--- src/rtl/core/wbps_pkg.sv ---
// Shared types and constants for the wildcard byte pattern search unit.
package wbps_pkg;

    localparam int MAX_PATTERN = 64;
    localparam int OFFSET_BITS = 32;
    localparam int COUNT_BITS  = OFFSET_BITS + 1;
    localparam int ADDR_BITS   = 64;
    localparam int LEN_BITS    = 7;
    localparam int EFF_BITS    = $clog2(MAX_PATTERN + 1);
    localparam int SLOT_BITS   = 6;
    localparam int BYTE_BITS   = 8;

    localparam logic [BYTE_BITS-1:0] WILDCARD_BYTE = 8'h2A;

    // Item kinds carried on s_tuser.
    localparam logic ACT_LOAD_PATTERN = 1'b0;
    localparam logic ACT_REGION_BYTE  = 1'b1;

    // Configuration register indexes.
    localparam int CFG_INDEX_BITS = 1;
    localparam logic [CFG_INDEX_BITS-1:0] REG_BASE_ADDRESS   = 1'd0;
    localparam logic [CFG_INDEX_BITS-1:0] REG_PATTERN_LENGTH = 1'd1;

    // Broadcast control for the row of cells.
    typedef struct packed {
        logic                 load_en;
        logic [SLOT_BITS-1:0] slot;
        logic                 shift_en;
        logic                 clear;
        logic [BYTE_BITS-1:0] data;
    } cell_ctrl_t;

    // Region byte handed from the input side to the tracker.
    typedef struct packed {
        logic accepted;
        logic last;
    } trk_in_t;

    // Tracker status seen by the input side and the cells.
    typedef struct packed {
        logic hold_input;
        logic clear_search;
    } trk_status_t;

endpackage

--- src/rtl/core/wildcard_byte_pattern_search_unit.sv ---
// A tlast region byte is registered for evaluation, then its result item is registered onto m_*.
// Throughput: one item per cycle; after a tlast byte s_tready drops while the tracker closes the
// region, and stays low while the result register is still waiting on m_tready.
// The window compare runs across all cells in parallel in the cycle after each byte.
// Reset (aresetn low, synchronous) clears window, counters and handshakes; pattern bytes
// stay undefined until loaded, base_address resets to 0 and pattern_length to 1.
module wildcard_byte_pattern_search_unit (
    input  logic                                    aclk,
    input  logic                                    aresetn,
    input  logic                                    s_tvalid,
    output logic                                    s_tready,
    input  logic [15:0]                             s_tdata,  // pattern_slot, data_byte
    input  logic                                    s_tuser,  // action
    input  logic                                    s_tlast,  // region_last
    output logic                                    m_tvalid,
    input  logic                                    m_tready,
    output logic [wbps_pkg::ADDR_BITS-1:0]          m_tdata,  // match_address
    output logic                                    m_tuser,  // found
    input  logic                                    cfg_valid,
    output logic                                    cfg_ready,
    input  logic [wbps_pkg::CFG_INDEX_BITS-1:0]     cfg_index,
    input  logic [wbps_pkg::ADDR_BITS-1:0]          cfg_data
);

    logic [wbps_pkg::ADDR_BITS-1:0] base_address_reg;
    logic [wbps_pkg::EFF_BITS-1:0]  eff_len_reg;
    logic [wbps_pkg::EFF_BITS-1:0]  eff_len_next;
    logic [wbps_pkg::LEN_BITS-1:0]  len_raw;

    wbps_pkg::cell_ctrl_t  ctrl;
    wbps_pkg::trk_in_t     byte_in;
    wbps_pkg::trk_status_t status;

    logic                                       in_accept;
    logic [wbps_pkg::BYTE_BITS-1:0]             win_bytes [wbps_pkg::MAX_PATTERN+1];
    logic [wbps_pkg::MAX_PATTERN-1:0]           hits;

    assign cfg_ready = 1'b1;

    // Zero length acts as one and lengths past the row saturate.
    assign len_raw = cfg_data[wbps_pkg::LEN_BITS-1:0];
    always_comb begin
        if (len_raw == '0) begin
            eff_len_next = wbps_pkg::EFF_BITS'(1);
        end else if (32'(len_raw) > wbps_pkg::MAX_PATTERN) begin
            eff_len_next = wbps_pkg::EFF_BITS'(wbps_pkg::MAX_PATTERN);
        end else begin
            eff_len_next = wbps_pkg::EFF_BITS'(len_raw);
        end
    end

    always_ff @(posedge aclk) begin
        if (!aresetn) begin
            base_address_reg <= '0;
            eff_len_reg      <= wbps_pkg::EFF_BITS'(1);
        end else if (cfg_valid && cfg_ready) begin
            unique case (cfg_index)
                wbps_pkg::REG_BASE_ADDRESS:   base_address_reg <= cfg_data;
                wbps_pkg::REG_PATTERN_LENGTH: eff_len_reg      <= eff_len_next;
                default: ;
            endcase
        end
    end

    assign s_tready  = !status.hold_input;
    assign in_accept = s_tvalid && s_tready;

    assign ctrl.load_en  = in_accept && (s_tuser == wbps_pkg::ACT_LOAD_PATTERN);
    assign ctrl.slot     = s_tdata[wbps_pkg::SLOT_BITS-1:0];
    assign ctrl.shift_en = in_accept && (s_tuser == wbps_pkg::ACT_REGION_BYTE);
    assign ctrl.clear    = status.clear_search;
    assign ctrl.data     = s_tdata[wbps_pkg::SLOT_BITS +: wbps_pkg::BYTE_BITS];

    assign byte_in.accepted = ctrl.shift_en;
    assign byte_in.last     = s_tlast;

    assign win_bytes[wbps_pkg::MAX_PATTERN] = '0;

    for (genvar k = 0; k < wbps_pkg::MAX_PATTERN; k++) begin : g_cell
        wbps_cell u_cell (
            .aclk          (aclk),
            .aresetn       (aresetn),
            .ctrl          (ctrl),
            .cell_slot     (wbps_pkg::SLOT_BITS'(k)),
            .is_tail       (eff_len_reg == wbps_pkg::EFF_BITS'(k + 1)),
            .is_active     (wbps_pkg::EFF_BITS'(k) < eff_len_reg),
            .neighbor_byte (win_bytes[k+1]),
            .window_byte   (win_bytes[k]),
            .hit           (hits[k])
        );
    end

    wbps_tracker u_tracker (
        .aclk         (aclk),
        .aresetn      (aresetn),
        .byte_in      (byte_in),
        .all_hit      (&hits),
        .eff_len      (eff_len_reg),
        .base_address (base_address_reg),
        .m_tready     (m_tready),
        .status       (status),
        .m_tvalid     (m_tvalid),
        .m_found      (m_tuser),
        .m_address    (m_tdata)
    );

endmodule

--- src/rtl/core/wbps_cell.sv ---
// One cell of the row: a pattern byte, a window byte and its compare.
module wbps_cell (
    input  logic                             aclk,
    input  logic                             aresetn,
    input  wbps_pkg::cell_ctrl_t             ctrl,
    input  logic [wbps_pkg::SLOT_BITS-1:0]   cell_slot,
    input  logic                             is_tail,
    input  logic                             is_active,
    input  logic [wbps_pkg::BYTE_BITS-1:0]   neighbor_byte,
    output logic [wbps_pkg::BYTE_BITS-1:0]   window_byte,
    output logic                             hit
);

    logic [wbps_pkg::BYTE_BITS-1:0] pattern_reg;
    logic [wbps_pkg::BYTE_BITS-1:0] window_reg;

    always_ff @(posedge aclk) begin
        if (ctrl.load_en && (ctrl.slot == cell_slot)) begin
            pattern_reg <= ctrl.data;
        end
    end

    // The newest byte enters at the tail cell, which sits at the pattern's
    // last position, and older bytes move toward cell zero.
    always_ff @(posedge aclk) begin
        if (!aresetn) begin
            window_reg <= '0;
        end else if (ctrl.clear) begin
            window_reg <= '0;
        end else if (ctrl.shift_en) begin
            window_reg <= is_tail ? ctrl.data : neighbor_byte;
        end
    end

    assign window_byte = window_reg;
    assign hit = !is_active || (pattern_reg == wbps_pkg::WILDCARD_BYTE)
                 || (pattern_reg == window_reg);

endmodule

--- src/rtl/core/wbps_tracker.sv ---
// Byte count, first-match tracking and the result register.
module wbps_tracker (
    input  logic                               aclk,
    input  logic                               aresetn,
    input  wbps_pkg::trk_in_t                  byte_in,
    input  logic                               all_hit,
    input  logic [wbps_pkg::EFF_BITS-1:0]      eff_len,
    input  logic [wbps_pkg::ADDR_BITS-1:0]     base_address,
    input  logic                               m_tready,
    output wbps_pkg::trk_status_t              status,
    output logic                               m_tvalid,
    output logic                               m_found,
    output logic [wbps_pkg::ADDR_BITS-1:0]     m_address
);

    logic                               eval_valid_reg, eval_valid_next;
    logic                               eval_last_reg, eval_last_next;
    logic [wbps_pkg::COUNT_BITS-1:0]    bytes_seen_reg, bytes_seen_next;
    logic                               match_seen_reg, match_seen_next;
    logic [wbps_pkg::OFFSET_BITS-1:0]   match_offset_reg, match_offset_next;
    logic                               out_valid_reg, out_valid_next;
    logic                               out_found_reg, out_found_next;
    logic [wbps_pkg::ADDR_BITS-1:0]     out_addr_reg, out_addr_next;

    logic                               fire;
    logic                               fire_last;
    logic                               count_ge;
    logic [wbps_pkg::COUNT_BITS-1:0]    start;
    logic                               hit_now;
    logic                               seen_now;
    logic [wbps_pkg::OFFSET_BITS-1:0]   offset_now;

    // A result-bearing byte waits here until the output register is free.
    assign fire      = eval_valid_reg && (!eval_last_reg || !out_valid_reg || m_tready);
    assign fire_last = fire && eval_last_reg;

    assign count_ge   = bytes_seen_reg >= wbps_pkg::COUNT_BITS'(eff_len);
    assign start      = bytes_seen_reg - wbps_pkg::COUNT_BITS'(eff_len);
    assign hit_now    = !match_seen_reg && count_ge && !start[wbps_pkg::COUNT_BITS-1]
                        && all_hit;
    assign seen_now   = match_seen_reg || hit_now;
    assign offset_now = hit_now ? start[wbps_pkg::OFFSET_BITS-1:0] : match_offset_reg;

    always_comb begin
        eval_valid_next   = eval_valid_reg;
        eval_last_next    = eval_last_reg;
        bytes_seen_next   = bytes_seen_reg;
        match_seen_next   = match_seen_reg;
        match_offset_next = match_offset_reg;
        out_valid_next    = out_valid_reg;
        out_found_next    = out_found_reg;
        out_addr_next     = out_addr_reg;

        if (out_valid_reg && m_tready) begin
            out_valid_next = 1'b0;
        end

        if (fire) begin
            eval_valid_next = 1'b0;
            if (eval_last_reg) begin
                out_valid_next    = 1'b1;
                out_found_next    = seen_now;
                out_addr_next     = seen_now
                                    ? base_address + wbps_pkg::ADDR_BITS'(offset_now)
                                    : '0;
                bytes_seen_next   = '0;
                match_seen_next   = 1'b0;
                match_offset_next = '0;
            end else begin
                match_seen_next   = seen_now;
                match_offset_next = offset_now;
            end
        end

        if (byte_in.accepted) begin
            eval_valid_next = 1'b1;
            eval_last_next  = byte_in.last;
            if (bytes_seen_reg != '1) begin
                bytes_seen_next = bytes_seen_reg + 1'b1;
            end
        end
    end

    always_ff @(posedge aclk) begin
        if (!aresetn) begin
            eval_valid_reg   <= 1'b0;
            eval_last_reg    <= 1'b0;
            bytes_seen_reg   <= '0;
            match_seen_reg   <= 1'b0;
            match_offset_reg <= '0;
            out_valid_reg    <= 1'b0;
        end else begin
            eval_valid_reg   <= eval_valid_next;
            eval_last_reg    <= eval_last_next;
            bytes_seen_reg   <= bytes_seen_next;
            match_seen_reg   <= match_seen_next;
            match_offset_reg <= match_offset_next;
            out_valid_reg    <= out_valid_next;
        end
        out_found_reg <= out_found_next;
        out_addr_reg  <= out_addr_next;
    end

    assign status.hold_input   = eval_valid_reg && eval_last_reg;
    assign status.clear_search = fire_last;
    assign m_tvalid            = out_valid_reg;
    assign m_found             = out_found_reg;
    assign m_address           = out_addr_reg;

`ifndef NO_ASSERTIONS
    a_counted_byte: assert property (@(posedge aclk) disable iff (!aresetn)
        eval_valid_reg |-> (bytes_seen_reg != '0))
        else $error("byte under evaluation was not counted");

    a_result_loaded: assert property (@(posedge aclk) disable iff (!aresetn)
        fire_last |=> out_valid_reg)
        else $error("region end did not load a result");

    a_stalled_end_kept: assert property (@(posedge aclk) disable iff (!aresetn)
        (eval_valid_reg && eval_last_reg && !fire) |=> (eval_valid_reg && eval_last_reg))
        else $error("stalled region end was dropped");

    a_no_match_zero: assert property (@(posedge aclk) disable iff (!aresetn)
        (out_valid_reg && !out_found_reg) |-> (out_addr_reg == '0))
        else $error("address not zero on a miss");
`endif

endmodule

--- config.mk ---
export PLATFORM = sky130hd
export DESIGN_NAME = wildcard_byte_pattern_search_unit
export DESIGN_NICKNAME = d
export VERILOG_FILES = /design/src/rtl/core/wbps_pkg.sv /design/src/rtl/core/wildcard_byte_pattern_search_unit.sv /design/src/rtl/core/wbps_cell.sv /design/src/rtl/core/wbps_tracker.sv
export SDC_FILE = /design/constraint.sdc
export NUM_CORES = 2
export LEC_CHECK = 0
export BUFFER_PORTS_ARGS = -buffer_cell sky130_fd_sc_hd__buf_2
export CAP_MARGIN = 20
export CORE_MARGIN = 3
export CORE_UTILIZATION = 63
export DETAILED_ROUTE_END_ITERATION = 10
export PLACE_DENSITY_LB_ADDON = 0.15
export SYNTH_ARGS = -nofsm -noshare
export SYNTH_HDL_FRONTEND = slang
export SYNTH_HIERARCHICAL = 1
export SYNTH_SLANG_ARGS = --single-unit
--- constraint.sdc ---
create_clock -name aclk -period 6.2 [get_ports aclk]
set_input_delay 0.93 -clock aclk [delete_from_list [all_inputs] [get_ports aclk]]
set_output_delay 0.93 -clock aclk [all_outputs]
set_load 0.02 [all_outputs]
After elaboration in Yosys (flattened, before gate mapping):

Cells that the tools add are included.

* equal/unequal tests: 256
* bitwise logic cells: 3
* $lt $le $gt $ge: 66
* add/sub/neg operators: 3
* reduce and logical (&&, ||, !) cells: 282
* multiplexer cells: 78

Operators by type and width (count)
* $eq 8x6->1 const B: 64
* $eq 8x8->1: 64
* $mux 8: 64
* $eq 7x6->1 const B: 32
* $lt 6x7->1 const A: 32
* $eq 6x6->1 const B: 32
* $mux 33: 4
* $logic_or 1x1->1: 131
* $eq 7x5->1 const B: 16
* $lt 5x7->1 const A: 16
* $eq 6x5->1 const B: 16
* $logic_and 1x1->1: 74
* $logic_not 1->1: 69
* $add 64x32->64: 1
* $mux 32: 2
* $reduce_and 64->1: 1
* $eq 7x4->1 const B: 8
* $lt 4x7->1 const A: 8
* $eq 6x4->1 const B: 8
* $add 33x1->33 const B: 1
* $ge 33x7->1: 1
* $ne 33x33->1 const B: 1
* $sub 33x7->33: 1
* $eq 7x3->1 const B: 4
* other kinds (18): 38

* flip-flop bits (word level): 1229
* output and inout bits: 68
* input port bits: 88
* word-level logic and storage cells: 826

Longest topological paths before layout:

* word-level depth: 8
* gate-level depth with buffers: 27
* depth with buffers taken out: 23

Modules after synthesis:

Netlist, hierarchy kept.

Modules (own cells, without submodules)
* wbps_cell: cells an instance 67, area an instance 788.3 µm², sequential area each 400.4 µm², instances 64
* wbps_tracker: cells an instance 1008, area an instance 8683.3 µm², sequential area each 3333.2 µm², instances 1
* wildcard_byte_pattern_search_unit: cells an instance 549, area an instance 3877.5 µm², sequential area each 1421.4 µm², instances 1

Worst setup path after synthesis:

OpenSTA, ideal clock, no wires.

* path kind: input port to flip-flop
* start: in s_tuser
* end: reg g_cell[0].u_cell/pattern_reg[0] (netlist bit) (enable)
* data arrival time: 5.369 ns
* data required time: 5.805 ns
* library setup time: 0.395 ns
* buffers on the path: 0
* stages: 3
* path slack: 0.437 ns
* cell sequence: nor3b_1 nand4_1 nor4_1

* cells in the longest elaborated chain, start to end: 3

Ends and longest elaborated chain
* start: declaration: line wildcard_byte_pattern_search_unit.sv:13 `input logic s_tuser,`
* $not 1->1: line wildcard_byte_pattern_search_unit.sv:68 `assign ctrl.load_en = in_accept && (s_tuser == wbps_pkg::ACT_LOAD_PATTERN);`
* $logic_and 1x1->1: line wildcard_byte_pattern_search_unit.sv:68
* $logic_and 1x1->1: line wbps_cell.sv:18 `if (ctrl.load_en && (ctrl.slot == cell_slot)) begin`
* end signal: assignment: line wbps_cell.sv:19 `pattern_reg <= ctrl.data;`
* end: declaration: line wbps_cell.sv:14 `logic [wbps_pkg::BYTE_BITS-1:0] pattern_reg;`

No other way between the ends.
A chain may end at the register's enable or synchronous reset.

Final worst setup path:

* start: reg eff_len_reg[3] (netlist bit)
* end: reg u_tracker.out_addr_reg, in the netlist u_tracker/m_address[39] (data pin)

* cells in the longest elaborated chain, start to end: 8
* elaborated cells on any way between the ends: 266
* classes of those cells: add/sub: 2; order compare: 65; mux: 1; reduce/logical: 198

Ends and longest elaborated chain
* start: declaration: line wildcard_byte_pattern_search_unit.sv:26 `logic [wbps_pkg::EFF_BITS-1:0] eff_len_reg;`
* start signal: assignment: line wildcard_byte_pattern_search_unit.sv:55 `eff_len_reg <= wbps_pkg::EFF_BITS'(1);`
* start signal: assignment: line wildcard_byte_pattern_search_unit.sv:59 `wbps_pkg::REG_PATTERN_LENGTH: eff_len_reg <= eff_len_next;`
* $lt 6x7->1 (*): line wildcard_byte_pattern_search_unit.sv:86 `.is_active (wbps_pkg::EFF_BITS'(k) < eff_len_reg),`
* $logic_not 1->1 (*): line wbps_cell.sv:36 `assign hit = !is_active || (pattern_reg == wbps_pkg::WILDCARD_BYTE)`
* $logic_or 1x1->1 (*): line wbps_cell.sv:36
* $logic_or 1x1->1 (*): line wbps_cell.sv:37 `|| (pattern_reg == window_reg);`
* named net hits, one bit: line wildcard_byte_pattern_search_unit.sv:36 `logic [wbps_pkg::MAX_PATTERN-1:0] hits;`
* $reduce_and 64->1 (*): line wildcard_byte_pattern_search_unit.sv:97 `.all_hit (&hits),`
* $logic_and 1x1->1 (*): line wbps_tracker.sv:40 `&& all_hit;`
* $mux 32: line wbps_tracker.sv:42 `assign offset_now = hit_now ? start[wbps_pkg::OFFSET_BITS-1:0] : match_offset_reg;`
* $add 64x32->64: line wbps_tracker.sv:64 `? base_address + wbps_pkg::ADDR_BITS'(offset_now)`
* end signal: assignment: line wbps_tracker.sv:101 `out_addr_reg <= out_addr_next;`
* end: declaration: line wbps_tracker.sv:23 `logic [wbps_pkg::ADDR_BITS-1:0] out_addr_reg, out_addr_next;`

The timed path passes the listed nets; every way through them passes the cells marked *.

==> results_dict.tcl <==
set metrics [dict create \
    area_growth_pct 12.9 \
    post_cts.repair.setup_buffers 0 \
    synth.distinct_cells 71 \
    drive_gt1_frac 0.102 \
    worst_pin_slew_ps 1180 \
    cp.required_ps 6780 \
    htreeDepth 4 \
    arrival_ps 6640 \
    max_slew_margin 0.211 \
    rows 115 \
    drt-initial-drc-count 4466 \
    clock_latency_ps 730 \
    port_buffers 152 \
    yosysSeqAreaShare 0.482 \
    postRouteAntennaNets 0 \
    switchingPower_uw 4610 \
    pwr-share-seq 0.477 \
    start_kind "flip-flop" \
    vias 47219 \
    ys_ff_latch 1229 \
    path_class "reg2reg" \
    overflow 0 \
    place_inst 7589 \
    pre_cts_slack_ps -351 \
    clk_pin_slew_ps 60 \
    wl_per_cell_um 21.8 \
    max_stage_delay_ps 600 \
    grtUsageTotal 0.324 \
    synthArstFlopShare 0 \
    crit_top_cell "and2_1" \
    rrSetupSlack_ps 140 \
    grt_pass1_wl_mm 263 \
    setup_viol 0 \
    cap_violations 0 \
    wl_mm 171 \
    fill_cells 7166 \
    final_cell_mix "xnor2_1 (768), nor2_1 (707), dfxtp_1 (650)" \
    min_path_type "in2reg" \
    first_pass_iters 6 \
    p_sw_frac 0.243 \
    power_frac_clock 0.427 \
    slowest_stage "o21ai_0" \
    ir_drop_mv 0.254 \
    fin_nets 6567 \
    ys.warnings.count 6 \
    dieArea_um2 104000 \
    path_buf_inv 4 \
    cts_tree "done" \
    cp_cell_sequence "buf_4 -> nand3_1 -> o21ai_0 -> o211ai_1 -> nand4_1 -> nor4_4 -> and4_4 -> and2_1 -> o311a_4 -> buf_12 -> buf_12 -> nor2_1 -> a21oi_1 -> ha_1 -> and2_1 -> nand3_1 -> or2_2 -> a2111oi_1 -> buf_4 -> o21ai_4 -> and2_1 -> or4_1 -> a21oi_1" \
    layout_commonest_cell "xnor2_1" \
    place.gp.congestion 0.958 \
    finalHoldViolCount 0 \
    post-route-drc-count 0 \
    worstPathMaxFanout 32 \
    final_cells 7834 \
    status "finished, final reports clean" \
    grt_pass1_vias 45880 \
    syn-cell-area_um2 63000 \
    synth_ff_type "dfxtp_1" \
    ios 156 \
    die_x_um 322 \
    layout_setup_ws_ps 137 \
    timing.fmax_mhz 165 \
    grt_max_degree 241 \
    cts_num_sinks 1229 \
    cts_buffers 130 \
    syn_avg_cell_area_um2 10.8 \
    initial_utilization 0.637 \
    drv_slew 0 \
    antenna_found_initial 9 \
    ctsHoldBuffers 0 \
    crit_family "simple AND/OR/NAND/NOR gates" \
    cts-root-buf "clkbuf_16" \
    fin_crit_sh 0.978 \
    end_kind "flip-flop" \
    p_leak_uw 0.0231 \
    synth_edf_count 577 \
    combPwrFrac 0.096 \
    synth_cells 5845 \
    pwr_density_cell_nw_per_um2 266 \
    rsz0062_at_grt "false" \
    clockBufferDepth 3 \
    fin_crit_ps 6060 \
    dp_hpwl_mm 112 \
    cellInternalPower_uw 14300 \
    fin_worst_skew_ps 30.0 \
    die_y_um 322 \
    core_area_um2 98900 \
    vias_per_cell 6.03 \
]
per-layer routing:
metal	wire length [um]	share of wire	vias up	global-route usage
met2	79500	0.47	1767	0.526
met5	8	0.000047	-	0
met3	12200	0.072	402	0.0479
li1	-	-	22132	-
met4	6330	0.037	2	0.128
met1	72700	0.43	22916	0.441
area by class of cell:
class | instances | area, um2 | area share
timing repair buffer | 424 | 3060 | 0.0429
clock buffer | 183 | 3900 | 0.0548
sequential | 1229 | 30400 | 0.427
clock inverter | 55 | 587 | 0.00825
inverter | 42 | 163 | 0.00229
tap | 1287 | 1610 | 0.0226
multi-input combinational | 4609 | 31400 | 0.442
antenna | 5 | 12.5 | 0.000176
power groups by stage:
stage | clock network [uW] | logic, uW | registers, uW
2_1_floorplan | 0 | 1250 | 9090
3_3_place_gp | 0 | 1710 | 9180
3_5_place_dp | 0 | 1770 | 9180
4_1_cts | 8180 | 1790 | 9010
5_1_grt | 8510 | 1990 | 9040
6_report | 8090 | 1820 | 9030
tightest hold or removal path: stages:
cell      delay [ps]
buf_2             90
nand2_1           40
a21boi_0          60
cells by family after synthesis:
family | synth area share
AOI/OAI and AO/OA | 0.110
xor gates and xnor gates | 0.138
adders and majority gates | 0.00878
buffers and inverters | 0.0447
DFF | 0.482
muxes | 0.0823
other | 0.000119
and+or+nand+nor | 0.134
worst paths after layout:
| check | start | to | depth (start not counted) |
|---|---|---|---|
| max reg2reg | eff_len_reg[3]$_SDFFE_PN0P_ | u_tracker/m_address[39]$_SDFFCE_PP0P_ | 23 |
| min | cfg_data[24] | base_address_reg[24]$_SDFFE_PN0P_ | 3 |
| min reg2reg | u_tracker/match_offset_reg[6]$_SDFFE_PN0P_ | u_tracker/match_offset_reg[6]$_SDFFE_PN0P_ | 1 |
| max | eff_len_reg[3]$_SDFFE_PN0P_ | u_tracker/m_address[39]$_SDFFCE_PP0P_ | 23 |
repair_timing:
action                     4_1_cts  5_1_grt
resized for setup               10       18
gates cloned                     0        0
setup endpoints to repair       22       36
pin swaps                        2        8
cell usage after synthesis, drive strengths merged (49+ instances only):
| cell type | instances | area share |
|---|---|---|
| a211oi | 537 | 0.064 |
| a21boi | 77 | 0.0092 |
| a21oi | 111 | 0.0089 |
| buf | 244 | 0.035 |
| clkbuf | 112 | 0.0067 |
| dfxtp | 652 | 0.21 |
| edfxtp | 577 | 0.27 |
| mux2i | 516 | 0.082 |
| nand2 | 295 | 0.018 |
| nand2b | 78 | 0.0077 |
| nand4 | 224 | 0.022 |
| nor2 | 710 | 0.042 |
| nor3 | 49 | 0.0042 |
| nor4 | 80 | 0.0079 |
| nor4b | 65 | 0.0090 |
| nor4bb | 64 | 0.010 |
| o211ai | 70 | 0.0083 |
| o21ai | 72 | 0.0057 |
| xnor2 | 768 | 0.11 |
| xor2 | 223 | 0.031 |
through the flow:
stage | setup TNS, ps | total power (uW) | util | area, um2 | hold WS, ps
global placement | -5090 | 10900 | 0.673 | 66500 | 445
finish | 0 | 18900 | 0.720 | 71200 | 451
CTS | 0 | 19000 | 0.719 | 71000 | 406
floorplan | 0 | 10300 | - | 64500 | 432
global route | 0 | 19500 | 0.720 | 71200 | 431
detailed placement | -4220 | 11000 | 0.673 | 66500 | 446
Power figures use the tool's default switching activity.
